$ cat src/hdl/http_start_line_classifier_unit_defines.svh
`ifndef HTTP_START_LINE_CLASSIFIER_UNIT_DEFINES_SVH
`define HTTP_START_LINE_CLASSIFIER_UNIT_DEFINES_SVH

// Same-cycle implication, sampled on clk, off while rst_n is low.
`define HSLC_ASSERT_IMP(label, ante, cons) \
    label: assert property (@(posedge clk) disable iff (!rst_n) (ante) |-> (cons)) \
        else $error("hslc: assertion failed");

// Next-cycle implication, sampled on clk, off while rst_n is low.
`define HSLC_ASSERT_NXT(label, ante, cons) \
    label: assert property (@(posedge clk) disable iff (!rst_n) (ante) |=> (cons)) \
        else $error("hslc: assertion failed");

`endif

$ cat src/hdl/hslc_pkg.sv
`default_nettype none

package hslc_pkg;

    typedef enum logic [1:0] {
        VERDICT_UNDECIDED = 2'd0,
        VERDICT_REQUEST   = 2'd1,
        VERDICT_RESPONSE  = 2'd2,
        VERDICT_NEITHER   = 2'd3
    } verdict_t;

    localparam logic [4:0] PH_START   = 5'd0;
    localparam logic [4:0] PH_REQ_E   = 5'd1;
    localparam logic [4:0] PH_REQ_T   = 5'd2;
    localparam logic [4:0] PH_REQ_SP  = 5'd3;
    localparam logic [4:0] PH_URI     = 5'd4;
    localparam logic [4:0] PH_RQV_H   = 5'd5;
    localparam logic [4:0] PH_RQV_DIG = 5'd12;
    localparam logic [4:0] PH_RQ_CR   = 5'd13;
    localparam logic [4:0] PH_RQ_LF   = 5'd14;
    localparam logic [4:0] PH_RSV_T   = 5'd15;
    localparam logic [4:0] PH_RSV_DIG = 5'd21;
    localparam logic [4:0] PH_RS_SP1  = 5'd22;
    localparam logic [4:0] PH_CODE0   = 5'd23;
    localparam logic [4:0] PH_RS_SP2  = 5'd26;
    localparam logic [4:0] PH_REASON  = 5'd27;
    localparam logic [4:0] PH_RS_LF   = 5'd28;
    localparam logic [4:0] PH_DONE    = 5'd29;

    localparam logic [7:0] CH_SP  = 8'h20;
    localparam logic [7:0] CH_TAB = 8'h09;
    localparam logic [7:0] CH_CR  = 8'h0D;
    localparam logic [7:0] CH_LF  = 8'h0A;
    localparam logic [7:0] CH_D0  = 8'h30;
    localparam logic [7:0] CH_D1  = 8'h31;
    localparam logic [7:0] CH_D9  = 8'h39;
    localparam logic [7:0] CH_VIS_LO = 8'h21;
    localparam logic [7:0] CH_VIS_HI = 8'h7E;

    typedef struct packed {
        logic [4:0] phase;
        verdict_t   verdict;
    } hslc_state_t;

    // "HTTP/1." by position
    function automatic logic [7:0] ver_char(input logic [2:0] idx);
        logic [7:0] c;
        case (idx)
            3'd0:    c = 8'h48;
            3'd1:    c = 8'h54;
            3'd2:    c = 8'h54;
            3'd3:    c = 8'h50;
            3'd4:    c = 8'h2F;
            3'd5:    c = 8'h31;
            3'd6:    c = 8'h2E;
            default: c = 8'h00;
        endcase
        return c;
    endfunction

endpackage

`default_nettype wire

$ cat src/hdl/http_start_line_classifier_unit.sv
// A beat accepted into the input register moves on to the result register, where its verdict shows.
// Throughput: one byte per cycle unless out_stall backs up; the input register and the
// result register form a two-entry pipe, so one more byte is taken while a result waits.
// The grammar state updates as a byte moves from the input register to the result register.
// Reset (rst_n low, asynchronous): both stages empty, phase at line start, verdict undecided.
`default_nettype none

`include "http_start_line_classifier_unit_defines.svh"

module http_start_line_classifier_unit
    import hslc_pkg::*;
(
    input  logic       clk,
    input  logic       rst_n,
    input  logic       in_valid,
    output logic       in_stall,
    input  logic [7:0] byte_in,
    input  logic       first_byte,
    input  logic       last_byte,
    output logic       out_valid,
    input  logic       out_stall,
    output logic [1:0] verdict
);

    logic        s1_valid_reg;
    logic [7:0]  s1_byte_reg;
    logic        s1_first_reg;
    logic        s1_last_reg;
    logic        out_valid_reg;
    verdict_t    verdict_reg;
    hslc_state_t state_reg;
    hslc_state_t state_next;
    logic        out_free;
    logic        move;
    logic        in_take;

    assign out_free = !out_valid_reg || !out_stall;
    assign move     = s1_valid_reg && out_free;
    assign in_stall = s1_valid_reg && !out_free;
    assign in_take  = in_valid && !in_stall;

    hslc_matcher u_matcher (
        .cur        (state_reg),
        .byte_in    (s1_byte_reg),
        .first_byte (s1_first_reg),
        .last_byte  (s1_last_reg),
        .nxt        (state_next)
    );

    always_ff @(posedge clk or negedge rst_n)
    begin
        if (!rst_n)
        begin
            s1_valid_reg      <= 1'b0;
            out_valid_reg     <= 1'b0;
            state_reg.phase   <= PH_START;
            state_reg.verdict <= VERDICT_UNDECIDED;
        end
        else
        begin
            if (in_take)
            begin
                s1_valid_reg <= 1'b1;
            end
            else if (move)
            begin
                s1_valid_reg <= 1'b0;
            end
            if (move)
            begin
                out_valid_reg <= 1'b1;
                state_reg     <= state_next;
            end
            else if (out_free)
            begin
                out_valid_reg <= 1'b0;
            end
        end
    end

    always_ff @(posedge clk)
    begin
        if (in_take)
        begin
            s1_byte_reg  <= byte_in;
            s1_first_reg <= first_byte;
            s1_last_reg  <= last_byte;
        end
        if (move)
        begin
            verdict_reg <= state_next.verdict;
        end
    end

    assign out_valid = out_valid_reg;
    assign verdict   = verdict_reg;

    // a decided verdict always parks the grammar in the done phase
    `HSLC_ASSERT_IMP(a_done_iff_decided,
        1'b1, ((state_reg.verdict != VERDICT_UNDECIDED) == (state_reg.phase == PH_DONE)))
    // once decided, bytes without a first flag leave the state alone
    `HSLC_ASSERT_NXT(a_verdict_holds,
        move && !s1_first_reg && (state_reg.verdict != VERDICT_UNDECIDED), $stable(state_reg))
    // a last beat always resolves the verdict
    `HSLC_ASSERT_NXT(a_last_decides,
        move && s1_last_reg, out_valid_reg && (verdict_reg != VERDICT_UNDECIDED))
    // result beat shows the state just written
    `HSLC_ASSERT_NXT(a_out_matches_state,
        move, verdict_reg == state_reg.verdict)

endmodule

`default_nettype wire

$ cat src/hdl/hslc_matcher.sv
`default_nettype none

module hslc_matcher
    import hslc_pkg::*;
(
    input  hslc_state_t cur,
    input  logic [7:0]  byte_in,
    input  logic        first_byte,
    input  logic        last_byte,
    output hslc_state_t nxt
);

    logic [4:0] ph;
    verdict_t   v;
    logic [4:0] adv_ph;
    verdict_t   adv_v;
    logic [2:0] ver_idx;
    logic       is_digit;
    logic       is_vis;

    // first byte restarts the grammar before the byte is used
    assign ph = first_byte ? PH_START : cur.phase;
    assign v  = first_byte ? VERDICT_UNDECIDED : cur.verdict;

    assign is_digit = (byte_in >= CH_D0) && (byte_in <= CH_D9);
    assign is_vis   = (byte_in >= CH_VIS_LO) && (byte_in <= CH_VIS_HI);

    always_comb
    begin
        ver_idx = 3'd0;
        if (ph >= PH_RSV_T)
        begin
            ver_idx = 3'(ph - PH_RSV_T + 5'd1);
        end
        else
        begin
            ver_idx = 3'(ph - PH_RQV_H);
        end
    end

    always_comb
    begin
        adv_ph = PH_DONE;
        adv_v  = VERDICT_NEITHER;
        if (ph == PH_START)
        begin
            if (byte_in == 8'h47)
            begin
                adv_ph = PH_REQ_E;
                adv_v  = VERDICT_UNDECIDED;
            end
            else if (byte_in == 8'h48)
            begin
                adv_ph = PH_RSV_T;
                adv_v  = VERDICT_UNDECIDED;
            end
        end
        else if (ph == PH_REQ_E)
        begin
            if (byte_in == 8'h45)
            begin
                adv_ph = PH_REQ_T;
                adv_v  = VERDICT_UNDECIDED;
            end
        end
        else if (ph == PH_REQ_T)
        begin
            if (byte_in == 8'h54)
            begin
                adv_ph = PH_REQ_SP;
                adv_v  = VERDICT_UNDECIDED;
            end
        end
        else if (ph == PH_REQ_SP)
        begin
            if (byte_in == CH_SP)
            begin
                adv_ph = PH_URI;
                adv_v  = VERDICT_UNDECIDED;
            end
        end
        else if (ph == PH_URI)
        begin
            if (is_vis)
            begin
                adv_ph = PH_URI;
                adv_v  = VERDICT_UNDECIDED;
            end
            else if (byte_in == CH_SP)
            begin
                adv_ph = PH_RQV_H;
                adv_v  = VERDICT_UNDECIDED;
            end
        end
        else if ((ph >= PH_RQV_H) && (ph < PH_RQV_DIG))
        begin
            if (byte_in == ver_char(ver_idx))
            begin
                adv_ph = ph + 5'd1;
                adv_v  = VERDICT_UNDECIDED;
            end
        end
        else if (ph == PH_RQV_DIG)
        begin
            if ((byte_in == CH_D0) || (byte_in == CH_D1))
            begin
                adv_ph = PH_RQ_CR;
                adv_v  = VERDICT_UNDECIDED;
            end
        end
        else if (ph == PH_RQ_CR)
        begin
            if (byte_in == CH_CR)
            begin
                adv_ph = PH_RQ_LF;
                adv_v  = VERDICT_UNDECIDED;
            end
        end
        else if (ph == PH_RQ_LF)
        begin
            if (byte_in == CH_LF)
            begin
                adv_v = VERDICT_REQUEST;
            end
        end
        else if ((ph >= PH_RSV_T) && (ph < PH_RSV_DIG))
        begin
            // 'H' was taken at line start
            if (byte_in == ver_char(ver_idx))
            begin
                adv_ph = ph + 5'd1;
                adv_v  = VERDICT_UNDECIDED;
            end
        end
        else if (ph == PH_RSV_DIG)
        begin
            if ((byte_in == CH_D0) || (byte_in == CH_D1))
            begin
                adv_ph = PH_RS_SP1;
                adv_v  = VERDICT_UNDECIDED;
            end
        end
        else if (ph == PH_RS_SP1)
        begin
            if (byte_in == CH_SP)
            begin
                adv_ph = PH_CODE0;
                adv_v  = VERDICT_UNDECIDED;
            end
        end
        else if ((ph >= PH_CODE0) && (ph < PH_RS_SP2))
        begin
            if (is_digit)
            begin
                adv_ph = ph + 5'd1;
                adv_v  = VERDICT_UNDECIDED;
            end
        end
        else if (ph == PH_RS_SP2)
        begin
            if (byte_in == CH_SP)
            begin
                adv_ph = PH_REASON;
                adv_v  = VERDICT_UNDECIDED;
            end
        end
        else if (ph == PH_REASON)
        begin
            if ((byte_in == CH_TAB) || (byte_in == CH_SP) || is_vis)
            begin
                adv_ph = PH_REASON;
                adv_v  = VERDICT_UNDECIDED;
            end
            else if (byte_in == CH_CR)
            begin
                adv_ph = PH_RS_LF;
                adv_v  = VERDICT_UNDECIDED;
            end
        end
        else if (ph == PH_RS_LF)
        begin
            if (byte_in == CH_LF)
            begin
                adv_v = VERDICT_RESPONSE;
            end
        end
    end

    always_comb
    begin
        nxt.phase   = ph;
        nxt.verdict = v;
        if (v == VERDICT_UNDECIDED)
        begin
            if ((adv_v == VERDICT_UNDECIDED) && last_byte)
            begin
                nxt.phase   = PH_DONE;
                nxt.verdict = VERDICT_NEITHER;
            end
            else
            begin
                nxt.phase   = adv_ph;
                nxt.verdict = adv_v;
            end
        end
    end

endmodule

`default_nettype wire
$ cat config.mk
export PLATFORM = sky130hd
export DESIGN_NAME = http_start_line_classifier_unit
export DESIGN_NICKNAME = d
export VERILOG_FILES = /design/src/hdl/hslc_pkg.sv /design/src/hdl/http_start_line_classifier_unit.sv /design/src/hdl/hslc_matcher.sv
export VERILOG_INCLUDE_DIRS = /design/src /design/src/hdl
export SDC_FILE = /design/constraint.sdc
export NUM_CORES = 1
export LEC_CHECK = 0
export BUFFER_PORTS_ARGS = -buffer_cell sky130_fd_sc_hd__clkbuf_2
export CAP_MARGIN = 20
export CORE_ASPECT_RATIO = 0.8
export CORE_MARGIN = 2
export CORE_UTILIZATION = 30
export CTS_CLUSTER_DIAMETER = 40
export DETAILED_ROUTE_END_ITERATION = 10
export GPL_ROUTABILITY_DRIVEN = 0
export PLACE_DENSITY = 0.53
export SYNTH_ARGS = -nofsm -noshare
export SYNTH_HDL_FRONTEND = slang
export SYNTH_SLANG_ARGS = --single-unit
$ cat constraint.sdc
create_clock -name clk -period 4 [get_ports clk]
set_input_delay 0.4 -clock clk [delete_from_list [all_inputs] [get_ports clk]]
set_output_delay 0.4 -clock clk [all_outputs]
set_load 0.005 [all_outputs]
==> results of run 1 <==
worst min-delay path by stage:
stage | to | slack, ns
2_1_floorplan | out_valid | 0.10
3_3_place_gp | state_reg[5] | 0.28
3_5_place_dp | state_reg[2] | 0.29
4_1_cts | s1_byte_reg[5] | 0.29
5_1_grt | s1_last_reg | 0.29
6_report | s1_byte_reg[7] | 0.30
cells in the final DEF, fill, tap and decap left out, types with 4 or more instances in the layout:
master,count
nor2_1,31
nand2_1,27
o21ai_0,17
clkbuf_2,17
buf_4,16
a21oi_1,15
nand3_1,13
inv_1,12
edfxtp_1,12
a31oi_1,11
nor2b_1,10
ha_1,10
nor3_1,9
dfrtp_1,9
xnor2_1,7
and3_1,6
a21o_1,6
o21a_1,6
nand2b_1,6
nand4b_1,5
nand4_1,4
mux2i_1,4
o22ai_1,4
layout make-up:
class | instances | share of cell area, %
Multi-Input combinational cell | 246 | 60.68
Sequential cell | 21 | 22.36
Timing Repair Buffer | 34 | 8.218
Tap cell | 105 | 5.017
Inverter | 13 | 1.863
Clock buffer | 3 | 1.577
Clock inverter | 1 | 0.2867
power groups by stage:
stage | clock, mW | sequential (mW) | combinational [mW]
after floorplan | 0 | 0.299 | 0.595
after global placement | 0 | 0.318 | 0.803
after detailed placement | 0 | 0.316 | 0.789
after CTS | 0.158 | 0.311 | 0.794
after global routing | 0.170 | 0.317 | 0.888
final | 0.154 | 0.311 | 0.807
worst max-delay path, stage by stage (launching register included):
cell       delay (ns)
edfxtp_1         0.52
nor2b_1          0.12
ha_1             0.23
and3_1           0.16
ha_1             0.24
nor3_4           0.36
mux2_4           0.37
xnor2_1          0.14
a2111oi_2        0.31
o21ai_2          0.16
o31ai_2          0.32
a31oi_1          0.12
a211oi_1         0.34
o22ai_1          0.13
cell usage after synthesis, types with 2 or more instances:
library cell,number,share of area (%)
or3_1,2,0.54
and4b_1,2,0.86
nand3_1,13,2.8
nor3_1,9,1.9
a21o_1,6,1.9
a31oi_1,11,3.0
buf_2,4,0.86
a41oi_1,2,0.76
o22ai_1,4,1.1
nor3b_1,2,0.65
o31ai_2,3,1.6
nor2_1,31,5.0
nand4_1,4,1.1
dfrtp_1,9,9.7
clkbuf_1,13,2.1
ha_1,10,5.4
a211oi_1,2,0.65
or2_2,3,0.81
o21ai_1,2,0.43
o21ai_0,17,3.7
nand2_1,27,4.4
mux2i_1,4,1.7
nor4_1,2,0.54
xnor2_1,7,2.6
o211ai_1,3,0.97
edfxtp_1,12,16
o211a_1,2,0.86
o41ai_1,2,0.76
a31o_2,2,0.76
a21oi_1,15,3.2
o21a_1,6,1.9
o31ai_1,3,0.97
nand4b_1,5,1.9
nand2b_1,6,1.6
inv_1,12,1.9
a221oi_1,2,0.76
and3_1,6,1.6
nor2b_1,10,2.7
layer usage:
metal	routed length, um	share of wire [%]	vias to the layer above	track usage [%]
met1	3234	49	1108	25.18
met5	0	0	-	0
met4	104	1.6	0	3.867
met3	600	9.1	12	3.199
met2	2672	40	131	24.01
li1	-	-	1162	-
kinds of logic (layout without fill, tap and decap cells):
| group | after synthesis | count (layout) | share of synthesized area [%] |
|---|---|---|---|
| xor+xnor | 7 | 7 | 2.649 |
| simple gates | 129 | 129 | 29.46 |
| buf+inv | 33 | 51 | 6.054 |
| fa+ha+maj | 10 | 10 | 5.405 |
| compound gates | 95 | 95 | 28.76 |
| flops | 21 | 21 | 25.30 |
| mux | 5 | 5 | 2.378 |
per-stage QoR:
stage               power, mW  setup slack [ns]  cells  utilization (%)  area [um^2]
finish                  1.273            0.2532    423            35.26         2619
global route            1.375           0.08529    423            35.26         2619
CTS                     1.264            0.2785    423            35.26         2619
detailed placement      1.105            0.3252    418            34.47         2560
global placement        1.121            0.4639    418            34.47         2560
floorplan              0.8949            0.2843    300                -         2315
timing repair:
item | CTS | global route
gates resized for setup | 0 | 1
hold buffers | 1 | 0
setup endpoints to repair | 0 | 2
endpoints found under the hold margin | 9 | 0
==> results.ini, run 1 <==
[yosys]
ys_types = 63
async_flop_share_pct = 42.86
synth-main-ff-cell = edfxtp_1
ys_warn_count = 0
synth_area_mm2 = 0.002315
synth_edf_count = 12
avgSynthCellArea_um2 = 7.716
synth_cells = 300
seq_area_frac_synth_pct = 25.30
synth_nets = 324
synth_seq_cells = 21

[sta]
setup_violations = 0
whs_ns = 0.2981
fin_crit_sh_pct = 93.67
drv_slew = 0
relSlewSlack_pct = 55.45
final_hold_viol_count = 0
period_needed_ns = 3.747
setup-tns-final_ns = 0
max_freq_mhz = 266.9
fin_worst_skew_ns = 0.005410
grt_setup_unrepaired = no
max_slew.worst_pin.slew_ns = 0.6657

[power_and_ir_drop]
p_int_mw = 0.6872
sequentialPowerShare_pct = 24.5
p_comb_share_pct = 63.4
switching_share_pct = 46.00
switching_power_mw = 0.5854
ir_drop_uv = 175.2
p_leak_nw = 1.059
powerDensity_mw_per_mm2 = 486.0
power.share.clock_pct = 12.1

[critical_path]
worst_setup_path_end_kind = register
start_kind = register
reg2reg_slack_ns = 0.25
rr_worst_depth = 13
worstPathMaxFanout = 8
worstPathRequired_ns = 4.02
r2r-end = verdict[0]
crit_arrival_ns = 3.77
crit_type = reg2reg
crit_start = s1_first_reg
r2r-start = s1_first_reg
critPathCapture = verdict[0]

[floorplanning]
die-area_mm2 = 0.008439
io_pins = 18
die_y_um = 82.57
die_x_um = 102.2
rows = 28
start_util_pct = 31.17
design.core.area_mm2 = 0.007427

[routing]
dr.pass1.iters = 5
routed_wl_um = 6610
routedWlPerCell_um = 15.63
via_count = 2413
drtIter0Drc = 291
post-route-drc-count = 0
detail-route-antenna-nets = 0
vias_per_cell = 5.704

[placed_design]
dp_hpwl_um = 5198
io_buffers = 17

[layout]
nets = 343
largest_reg_flops = 8
multi_input_area_mm2 = 0.001589
drive_gt1_share_pct = 16.04
seq_area_um2 = 585.6
n_antenna_cell = 0
area_delta_synth_final_pct = 13.14
fill_cells = 803

[cts]
cts_setup_buffers = 0
clk_latency_ns = 0.27
cts_buffers = 3
h-tree-depth = 1
cts_buffer_depth = 2
clkSinkCount = 21
cts_tree = yes
path_clk_slew_ns = 0.09
root_buffer = clkbuf_8

[flow_run]
drv_cap = 0

[global_route]
grt_pass1_wl_um = 10940
grt_overflow = 0
grt_pass1_vias = 2177
track_usage_pct = 16.60
antenna_found_initial = 0
grt_max_degree = 18

[min_path]
hp-class = in2reg
holdPathStages = 1
min-delay-start = byte_in[7]

[status]
status = complete, no violations

(Power assumes the default switching activity.)
==> run 2: changes to the inputs <==
Settings changed: CORE_MARGIN 2 to 1, CTS_BUF_LIST set to sky130_fd_sc_hd__clkbuf_8.
==> run 2 against run 1 <==
Compared with the run above: non-clock buffer count unchanged; setup slack better by 0.045 ns; first-iteration DRC count increased by 3.1%; largest cell class unchanged; largest power group unchanged.
==> results.ini, run 2 (synthesized netlist as in run 1, its figures left out) <==
[placed_design]
io_buffers = 17  ; unchanged
dpl.cell_count = 418  ; unchanged
dp_hpwl_um = 5425  ; was 5198 um

[floorplanning]
die_x_um = 100.2  ; was 102.2 um
rows = 28  ; unchanged
die_y_um = 80.57  ; was 82.57 um
design.core.area_mm2 = 0.007427  ; unchanged
start_util_pct = 31.17  ; unchanged
die-area_mm2 = 0.008073  ; was 0.008439 mm^2
io_pins = 18  ; unchanged

[global_route]
grt_max_degree = 18  ; unchanged
track_usage_pct = 18.41  ; was 16.60%
grt_pass1_vias = 2205  ; was 2177
grt_pass1_wl_um = 11480  ; was 10940 um
antenna_found_initial = 0  ; unchanged
grt_overflow = 0  ; unchanged

[layout]
multi_input_area_mm2 = 0.001589  ; unchanged
seq_area_um2 = 585.6  ; unchanged
stdcell_count = 423  ; unchanged
final_cell_mix = nor2_1 (31), nand2_1 (27), o21ai_0 (17), clkbuf_2 (17), buf_4 (16)  ; unchanged
drive_gt1_share_pct = 16.04  ; unchanged
final_common_cell = nor2_1  ; unchanged
fill_cells = 796  ; was 803
n_antenna_cell = 0  ; unchanged
area_delta_synth_final_pct = 13.14  ; unchanged
nets = 343  ; unchanged
largest_reg_flops = 8  ; unchanged

[routing]
via_count = 2407  ; was 2413
vias_per_cell = 5.690  ; was 5.704
routed_wl_um = 6980  ; was 6610 um
dr.pass1.iters = 5  ; unchanged
routedWlPerCell_um = 16.50  ; was 15.63 um
drtIter0Drc = 300  ; was 291
post-route-drc-count = 0  ; unchanged
detail-route-antenna-nets = 0  ; unchanged

[sta]
setup_violations = 0  ; unchanged
grt_setup_unrepaired = no  ; unchanged
max_slew.worst_pin.slew_ns = 0.6704  ; was 0.6657 ns
final_hold_viol_count = 0  ; unchanged
fin_worst_skew_ns = 0.001757  ; was 0.005410 ns
whs_ns = 0.3017  ; was 0.2981 ns
fin_crit_sh_pct = 92.53  ; was 93.67%
relSlewSlack_pct = 55.14  ; was 55.45%
max_freq_mhz = 270.2  ; was 266.9 MHz
period_needed_ns = 3.701  ; was 3.747 ns
drv_slew = 0  ; unchanged
setup-tns-final_ns = 0  ; unchanged

[power_and_ir_drop]
sequentialPowerShare_pct = 24.2  ; was 24.5%
p_comb_share_pct = 64.3  ; was 63.4%
powerDensity_mw_per_mm2 = 488.7  ; was 486.0 mW/mm^2
p_leak_nw = 1.058  ; was 1.059 nW
switching_power_mw = 0.5929  ; was 0.5854 mW
p_int_mw = 0.6870  ; was 0.6872 mW
ir_drop_uv = 167.6  ; was 175.2 uV
switching_share_pct = 46.32  ; was 46.00%
power.share.clock_pct = 11.5  ; was 12.1%

[cts]
clkSinkCount = 21  ; unchanged
cts_setup_buffers = 0  ; unchanged
cts_buffers = 3  ; unchanged
h-tree-depth = 1  ; unchanged
cts_tree = yes  ; unchanged
cts_buffer_depth = 2  ; unchanged
clk_latency_ns = 0.27  ; about the same
path_clk_slew_ns = 0.08  ; was 0.09 ns
root_buffer = clkbuf_8  ; unchanged

[critical_path]
crit_chain = nor2b_1, ha_1, and3_1, ha_1, nor3_4, a21oi_1, xnor2_1, a2111oi_1, o31ai_2, nor2_1, a21oi_1, o31ai_1, a31oi_1  ; was nor2b_1, ha_1, and3_1, ha_1, nor3_4, mux2_4, xnor2_1, a2111oi_2, o21ai_2, o31ai_2, a31oi_1, a211oi_1, o22ai_1
cpMaxStageDelayCell = edfxtp_1  ; unchanged
crit_arrival_ns = 3.82  ; was 3.77 ns
worstPathRequired_ns = 4.12  ; was 4.02 ns
worst_setup_path_end_kind = register  ; unchanged
reg2reg_slack_ns = 0.30  ; was 0.25 ns
cpPeakStageDelay_ns = 0.48  ; was 0.52 ns
cp_top_family = compound AO/OA/AOI/OAI gates  ; unchanged
crit_buf_inv = 0  ; unchanged
worstPathMaxFanout = 8  ; unchanged
crit_type = reg2reg  ; unchanged
start_kind = register  ; unchanged

[flow_run]
drv_cap = 0  ; unchanged

[status]
status = complete, no violations  ; unchanged

[min_path]
hp-class = in2reg  ; unchanged

## run 2: changes by cell type in the layout (fill, tap and decap cells not counted)
cell	change
o311ai_0	+1
o311ai_1	-1
## run 2: per-layer routing
metal  GRT usage [%]  share of wire [%]
met5               0                  0
met4           4.638               0.86
met3           4.439                8.6
met2           25.14                 40
met1           28.12                 51
## run 2: worst paths after layout
path / startpoint / to / cells past startpoint
max: s1_first_reg / state_reg[6] / 13
min: byte_in[1] / s1_byte_reg[1] / 1
max reg2reg: s1_first_reg / state_reg[6] / 13
min reg2reg: state_reg[0] / state_reg[0] / 2
max in group asynchronous: rst_n / state_reg[0] / 2
min in group asynchronous: rst_n / state_reg[4] / 2
## run 2: per-stage QoR
stage | total power, mW | utilization (%) | setup slack (ns) | instance area (um^2)
2_1_floorplan | 0.8949 | - | 0.2843 | 2315
3_3_place_gp | 1.121 | 34.47 | 0.4976 | 2560
3_5_place_dp | 1.115 | 34.47 | 0.3407 | 2560
4_1_cts | 1.272 | 35.26 | 0.3189 | 2619
5_1_grt | 1.379 | 35.26 | 0.004482 | 2619
6_report | 1.280 | 35.26 | 0.2987 | 2619
## run 2: layout make-up
cell class	count	share of cell area, %
Tap cell	105	5.017
Clock buffer	3	1.577
Inverter	13	1.863
Timing Repair Buffer	34	8.218
Multi-Input combinational cell	246	60.68
Sequential cell	21	22.36
Clock inverter	1	0.2867
## run 2: power groups by stage
| stage | combinational [mW] | clock (mW) | sequential (mW) |
|---|---|---|---|
| floorplan | 0.595 | 0 | 0.299 |
| global placement | 0.806 | 0 | 0.315 |
| detailed placement | 0.801 | 0 | 0.314 |
| CTS | 0.807 | 0.155 | 0.310 |
| global route | 0.902 | 0.162 | 0.315 |
| finish | 0.823 | 0.147 | 0.310 |
## run 2: what timing repair did
item | 4_1_cts | 5_1_grt
hold buffers | 1 | 0
hold endpoints to repair | 9 | 0
gates resized for setup | 0 | 0
